**config.mk**
```make
export PLATFORM = sky130hd
export DESIGN_NAME = radix_integer_to_text
export DESIGN_NICKNAME = d
export VERILOG_FILES = /design/src/rtl/core/rit_pkg.sv /design/src/rtl/core/radix_integer_to_text.sv
export SDC_FILE = /design/constraint.sdc
export NUM_CORES = 1
export LEC_CHECK = 0
export BUFFER_PORTS_ARGS = -buffer_cell sky130_fd_sc_hd__buf_2
export CORE_UTILIZATION = 25
export DETAILED_ROUTE_END_ITERATION = 6
export SKIP_CTS_REPAIR_TIMING = 1
export SLEW_MARGIN = 10
export SYNTH_ARGS = -nofsm -noshare
export SYNTH_HDL_FRONTEND = slang
export SYNTH_SLANG_ARGS = --single-unit
```
**constraint.sdc**
```tcl
create_clock -name clk -period 5.81 [get_ports clk]
set_input_delay 0.581 -clock clk [delete_from_list [all_inputs] [get_ports clk]]
set_output_delay 0.581 -clock clk [all_outputs]
set_load 0.01 [all_outputs]
```
**src/rtl/core/rit_pkg.sv**
```systemverilog
package rit_pkg;

  // Width of the converted integer
  localparam int VALUE_BITS = 32;
  localparam int RADIX_BITS = 8;
  localparam int CHAR_BITS  = 7;

  // Most digits any conversion can give (base two, magnitude 2^(VALUE_BITS-1))
  localparam int MAX_DIGITS = VALUE_BITS;
  localparam int DIG_CNT_W  = $clog2(MAX_DIGITS + 1);
  localparam int BIT_CNT_W  = $clog2(VALUE_BITS);

  // Base limits and digit width (base up to 16 fits in 5 bits, a digit in 4)
  localparam int BASE_W  = 5;
  localparam int DIGIT_W = 4;
  localparam int STACK_W = MAX_DIGITS * DIGIT_W;
  localparam logic [RADIX_BITS-1:0] RADIX_MIN    = 8'd2;
  localparam logic [RADIX_BITS-1:0] RADIX_MAX    = 8'd16;
  localparam logic [RADIX_BITS-1:0] SIGNED_RADIX = 8'd10;

  // Character codes
  localparam logic [CHAR_BITS-1:0] MINUS_CODE  = 7'h2D;
  localparam logic [CHAR_BITS-1:0] ZERO_CODE   = 7'h30;
  localparam logic [CHAR_BITS-1:0] ALPHA_BASE  = 7'h57;
  localparam logic [CHAR_BITS-1:0] BAD_CODE    = 7'h00;

  typedef struct packed {
    logic signed [VALUE_BITS-1:0] value;
    logic [RADIX_BITS-1:0]        radix;
  } in_t;

  typedef struct packed {
    logic [CHAR_BITS-1:0] char_code;
    logic                 last_char;
    logic                 bad_radix;
  } out_t;

  // Map a digit to its lower-case ASCII character
  function automatic logic [CHAR_BITS-1:0] digit_char(input logic [DIGIT_W-1:0] d);
    logic [CHAR_BITS-1:0] dx;
    dx = {{(CHAR_BITS-DIGIT_W){1'b0}}, d};
    if (d < 4'd10) begin
      return ZERO_CODE + dx;
    end else begin
      return ALPHA_BASE + dx;
    end
  endfunction

endpackage

```
**src/rtl/core/radix_integer_to_text.sv**
```systemverilog
// Converts a signed integer to lower-case ASCII digits in bases 2 to 16, most
// significant digit first, one character per out_strobe cycle; a '-' leads
// negative values in base ten and last_char marks the final character. An
// item is taken when start is high and busy is low. A bit-serial
// shift-subtract divider finds each digit in a pass over all VALUE_BITS
// (32) bits of the magnitude; busy stays high until the item's last
// character is sent. A base outside 2..16 gives one result with bad_radix
// set in the cycle after the transfer, and busy stays low. Results cannot
// be held off: the receiver must take every strobed character in its cycle.
module radix_integer_to_text (
  input  logic          clk,
  input  logic          rst_n,
  input  logic          start,
  output logic          busy,
  input  rit_pkg::in_t  in_data,
  output logic          out_strobe,
  output rit_pkg::out_t out_data
);
  import rit_pkg::*;

  typedef enum logic [3:0] {
    ST_IDLE = 4'b0001,
    ST_DIV  = 4'b0010,
    ST_SIGN = 4'b0100,
    ST_EMIT = 4'b1000
  } state_t;

  state_t                 state_r, state_nxt;
  logic [VALUE_BITS-1:0]  mag_r, mag_nxt;
  logic [DIGIT_W-1:0]     rem_r, rem_nxt;
  logic [BASE_W-1:0]      base_r, base_nxt;
  logic                   sign_r, sign_nxt;
  logic                   qnz_r, qnz_nxt;
  logic [BIT_CNT_W-1:0]   bit_cnt_r, bit_cnt_nxt;
  logic [DIG_CNT_W-1:0]   ndig_r, ndig_nxt;
  logic                   out_strobe_r, out_strobe_nxt;
  out_t                   out_data_r, out_data_nxt;
  logic [STACK_W-1:0]     stack_r, stack_nxt;

  logic                   accept;
  logic                   radix_ok;
  logic [VALUE_BITS-1:0]  raw;
  logic [BASE_W:0]        rem_shift;
  logic                   q_bit;
  logic [BASE_W:0]        rem_diff;
  logic [DIGIT_W-1:0]     rem_step;
  logic                   last_bit;

  assign busy       = (state_r != ST_IDLE);
  assign out_strobe = out_strobe_r;
  assign out_data   = out_data_r;

  assign accept   = start && !busy;
  assign radix_ok = (in_data.radix >= RADIX_MIN) && (in_data.radix <= RADIX_MAX);
  assign raw      = in_data.value;

  // One shift-subtract step of the division by the base
  assign rem_shift = {1'b0, rem_r, mag_r[VALUE_BITS-1]};
  assign q_bit     = (rem_shift >= {1'b0, base_r});
  assign rem_diff  = rem_shift - {1'b0, base_r};
  assign rem_step  = q_bit ? rem_diff[DIGIT_W-1:0] : rem_shift[DIGIT_W-1:0];
  assign last_bit  = (bit_cnt_r == BIT_CNT_W'(VALUE_BITS - 1));

  always_comb begin
    state_nxt      = state_r;
    mag_nxt        = mag_r;
    rem_nxt        = rem_r;
    base_nxt       = base_r;
    sign_nxt       = sign_r;
    qnz_nxt        = qnz_r;
    bit_cnt_nxt    = bit_cnt_r;
    ndig_nxt       = ndig_r;
    stack_nxt      = stack_r;
    out_strobe_nxt = 1'b0;
    out_data_nxt   = out_data_r;
    case (state_r)
      ST_IDLE: begin
        if (accept) begin
          if (!radix_ok) begin
            // Flag the bad base in a single result
            out_strobe_nxt         = 1'b1;
            out_data_nxt.char_code = BAD_CODE;
            out_data_nxt.last_char = 1'b1;
            out_data_nxt.bad_radix = 1'b1;
          end else begin
            // Load the magnitude and start the first digit
            mag_nxt     = raw[VALUE_BITS-1] ? (~raw + VALUE_BITS'(1)) : raw;
            base_nxt    = in_data.radix[BASE_W-1:0];
            sign_nxt    = raw[VALUE_BITS-1] && (in_data.radix == SIGNED_RADIX);
            rem_nxt     = '0;
            qnz_nxt     = 1'b0;
            bit_cnt_nxt = '0;
            ndig_nxt    = '0;
            state_nxt   = ST_DIV;
          end
        end
      end
      ST_DIV: begin
        // Shift the dividend through the remainder, quotient bits enter below
        mag_nxt     = {mag_r[VALUE_BITS-2:0], q_bit};
        rem_nxt     = rem_step;
        qnz_nxt     = qnz_r | q_bit;
        bit_cnt_nxt = bit_cnt_r + BIT_CNT_W'(1);
        if (last_bit) begin
          // Push the finished digit onto the digit stack
          stack_nxt   = {stack_r[STACK_W-DIGIT_W-1:0], rem_step};
          ndig_nxt    = ndig_r + DIG_CNT_W'(1);
          rem_nxt     = '0;
          qnz_nxt     = 1'b0;
          bit_cnt_nxt = '0;
          if (!(qnz_r | q_bit)) begin
            state_nxt = sign_r ? ST_SIGN : ST_EMIT;
          end
        end
      end
      ST_SIGN: begin
        out_strobe_nxt         = 1'b1;
        out_data_nxt.char_code = MINUS_CODE;
        out_data_nxt.last_char = 1'b0;
        out_data_nxt.bad_radix = 1'b0;
        state_nxt              = ST_EMIT;
      end
      ST_EMIT: begin
        // Drain the digits from the top of the stack
        out_strobe_nxt         = 1'b1;
        out_data_nxt.char_code = digit_char(stack_r[DIGIT_W-1:0]);
        out_data_nxt.last_char = (ndig_r == DIG_CNT_W'(1));
        out_data_nxt.bad_radix = 1'b0;
        stack_nxt              = {{DIGIT_W{1'b0}}, stack_r[STACK_W-1:DIGIT_W]};
        ndig_nxt               = ndig_r - DIG_CNT_W'(1);
        if (ndig_r == DIG_CNT_W'(1)) begin
          state_nxt = ST_IDLE;
        end
      end
      default: begin
        state_nxt = ST_IDLE;
      end
    endcase
  end

  // Control state
  always_ff @(posedge clk) begin
    if (!rst_n) begin
      state_r      <= ST_IDLE;
      out_strobe_r <= 1'b0;
      bit_cnt_r    <= '0;
      ndig_r       <= '0;
    end else begin
      state_r      <= state_nxt;
      out_strobe_r <= out_strobe_nxt;
      bit_cnt_r    <= bit_cnt_nxt;
      ndig_r       <= ndig_nxt;
    end
  end

  // Datapath and digit stack
  always_ff @(posedge clk) begin
    mag_r      <= mag_nxt;
    rem_r      <= rem_nxt;
    base_r     <= base_nxt;
    sign_r     <= sign_nxt;
    qnz_r      <= qnz_nxt;
    out_data_r <= out_data_nxt;
    stack_r    <= stack_nxt;
  end

endmodule

```
==> run_results.csv <==
group,metric,value,unit
hold_path,hold-path-cell-count,1,
floorplanning,die_w,196,microns
critical_path,cp_data_required_time,5.88,ns
timing,setup_tns,0,ns
cells_and_area,drive_above_1_share,11.2,%
routing,viasPerCell,4.55,
clocking,cts_max_level,4,
cells_and_area,antenna_cells,0,
yosys,avgSynthCellArea,10.1,sq um
critical_path,rr_worst_depth,6,
clocking,clock_path_buffers,2,
power_and_ir_drop,pwr-share-clk,40.9,%
run,cap_viol_max_count,0,
global_routing,grt_pass1_wl,30000,microns
timing,rsz0062_at_grt,"no",
clocking,worstSkewPairLatency,0.43,ns
global_routing,antenna_found_initial,0,
yosys,syn-cell-area,9400,sq um
cells_and_area,area_delta_synth_final,13.9,%
timing,min_period,3.03,ns
global_routing,grt_pass1_vias,6339,
yosys,synth_nets,990,
critical_path,startpoint_type,"register",
placement,place.gp.congestion,0.799,
yosys,synthArstFlopShare,0,%
critical_path,critPathKind,"reg2reg",
power_and_ir_drop,cell_internal_pwr,2.15,mW
floorplanning,die_area,38400,sq um
status,status,"complete, no violations",
critical_path,end_kind,"register",
routing,wirelength,17800,microns
power_and_ir_drop,power_density,259,nW/um^2
timing,skew,0.0180,ns
timing,setup-violations-final,0,
floorplanning,core,36800,sq um
floorplanning,initial_core_util,25.6,%
routing,drt_first_pass_iters,5,
power_and_ir_drop,peakVddDrop,0.000167,V
power_and_ir_drop,cellLeakagePower,4.10,nW
cells_and_area,nets,1023,
global_routing,grt_overflow,0,
floorplanning,row_count,70,
critical_path,r2r_slack,2.78,ns
placement,dp_hpwl,11500,microns
yosys,ys_seq_area_share,60.9,%
timing,slew_headroom,23.1,%
timing,max_freq,0.330,GHz
power_and_ir_drop,seq_power_share,55.5,%
yosys,ys_warn_count,0,
routing,num_vias,6588,
timing,hold_viol,0,
yosys,synth_edf_count,180,
yosys,synth_cell_type_count,63,
clocking,clk_pin_slew,0.08,ns
floorplanning,ios,54,
clocking,clk_root_buffer_cell,"clkbuf_16",
timing,slew_violations,0,
critical_path,worstPathMaxFanout,81,
global_routing,grt_max_degree,82,
clocking,cts_buffers,17,
power_and_ir_drop,power_switching,0.626,mW
power_and_ir_drop,comb_power_share,3.6,%
routing,ant_nets,0,
power_and_ir_drop,swShare,22.6,%
timing,finalCritPeriodShare,52.2,%
clocking,cts_tree,"built",
yosys,synth_flop_cell,"edfxtp_1",
yosys,synthCells,934,
global_routing,grt_usage,9.43,%
cells_and_area,final_area,10700,sq um
yosys,ys_seq_elements,196,
routing,avgRoutedWirePerCell,12.3,microns
critical_path,worstPathArrival,3.10,ns
routing,drtIter0Drc,490,
floorplanning,die_h,196,microns
timing,worst_pin_slew,1.15,ns
placement,placed_area,10100,sq um
routing,drc,0,
clocking,clock-sinks,196,
hold_path,holdCritPathClass,"in2reg",
placement,port_buffers,53,
-- routing by layer --
metal / vias to the layer above / share of wire [%] / routed length (microns) / global-route usage [%]
li1: 3290 / - / - / -
met1: 3178 / 50 / 8800 / 12.7
met2: 109 / 46 / 8250 / 15.2
met3: 11 / 3.2 / 563 / 1.87
met4: 0 / 0.82 / 146 / 2.98
met5: - / 0 / 0 / 0
-- layout make-up --
cell class              instances  area, sq um
clock buffers                  18          429
clock inverters                14          138
fillers                      3879        26100
inverters                      17         63.8
multi-input cells             675         3460
flip-flops and latches        196         5730
well taps                     468          586
repair buffers                 60          318
-- power groups by stage --
| stage | logic, mW | clock network (mW) | registers [mW] |
|---|---|---|---|
| final | 0.0994 | 1.13 | 1.54 |
| after global routing | 0.111 | 1.22 | 1.54 |
| after CTS | 0.101 | 1.17 | 1.54 |
| after detailed placement | 0.101 | 0 | 1.57 |
| after global placement | 0.0984 | 0 | 1.57 |
| after floorplan | 0.0550 | 0 | 1.57 |
-- path summary, 6_finish.rpt --
kind / from / to
setup / recovery: bit_cnt_r[0] / stack_r[53]
hold / removal: in_data[0] / base_r[0]
setup reg to reg: bit_cnt_r[0] / stack_r[53]
hold reg to reg: bit_cnt_r[3] / bit_cnt_r[3]
-- cells in the final DEF (no fill, tap or decap), types with 12 or more instances in the layout --
cell / n
buf_2: 53
ha_1: 12
inv_1: 16
a21oi_1: 17
clkbuf_16: 17
xor2_1: 29
nand2_1: 406
dfxtp_1: 16
o21ai_0: 50
edfxtp_1: 180
nor2_1: 30
-- synth_stat cells (all sizes together), types with 2 or more instances --
library cell | count | share of area (%)
a211oi | 3 | 0.24
a21oi | 17 | 0.90
a221o | 2 | 0.21
a22oi | 4 | 0.32
a311oi | 2 | 0.19
a31o | 2 | 0.19
a31oi | 4 | 0.43
and2 | 4 | 0.27
and3 | 3 | 0.20
buf | 18 | 0.89
clkbuf | 28 | 1.1
dfxtp | 16 | 3.4
edfxtp | 180 | 57
ha | 12 | 1.6
inv | 16 | 0.64
mux2 | 2 | 0.24
mux2i | 4 | 0.43
nand2 | 407 | 16
nand2b | 6 | 0.40
nand3 | 8 | 0.43
nand4 | 4 | 0.43
nand4b | 2 | 0.19
nor2 | 30 | 1.2
nor2b | 10 | 0.67
nor3 | 8 | 0.48
nor3b | 2 | 0.16
nor4 | 5 | 0.40
nor4b | 4 | 0.67
o211a | 2 | 0.21
o21a | 3 | 0.24
o21ai | 51 | 2.7
o22ai | 2 | 0.13
o31ai | 10 | 0.80
o41ai | 9 | 0.92
or2 | 2 | 0.13
or3 | 5 | 0.39
or4 | 3 | 0.28
xnor2 | 2 | 0.19
xor2 | 29 | 2.7
-- sequential cells by signal (all words and copies together), names as in the netlist --
signal	flops
out_data	9
state_r	4
bit_cnt_r	5
ndig_r	6
out_strobe	1
qnz_r	1
rem_r	4
mag_r	32
sign_r	1
stack_r	128
base_r	5
-- stage by stage --
stage / cells / setup slack [ns] / total power [mW] / hold slack (ns) / utilization [%]
floorplan: 934 / 1.07 / 1.62 / 0.424 / -
global placement: 1416 / 2.72 / 1.67 / 0.445 / 27.6
detailed placement: 1416 / 2.69 / 1.67 / 0.449 / 27.6
CTS: 1448 / 2.69 / 2.81 / 0.337 / 29.1
global route: 1448 / 2.53 / 2.86 / 0.346 / 29.1
finish: 1448 / 2.78 / 2.77 / 0.359 / 29.1
-- cells by family (layout without fill, tap and decap cells) --
| group | count (synthesis) | in the layout | share of synthesized area [%] |
|---|---|---|---|
| XOR/XNOR | 31 | 31 | 2.89 |
| adder cells (fa/ha/maj) | 13 | 13 | 1.81 |
| flip-flops | 196 | 196 | 60.9 |
| multiplexers | 6 | 6 | 0.665 |
| AND/OR/NAND/NOR | 506 | 506 | 22.8 |
| AO/OA/AOI/OAI | 119 | 119 | 8.26 |
| buffers and inverters | 63 | 109 | 2.69 |
-- worst max-delay path, stage by stage, from the launching register on --
cell and delay (ns):
dfxtp_1 0.37, ha_1 0.20, and3_1 0.17, ha_1 0.18, and3b_1 0.19, o21a_4 0.84
buf_4 0.67
No activity file was read; power rests on OpenSTA's default activity.
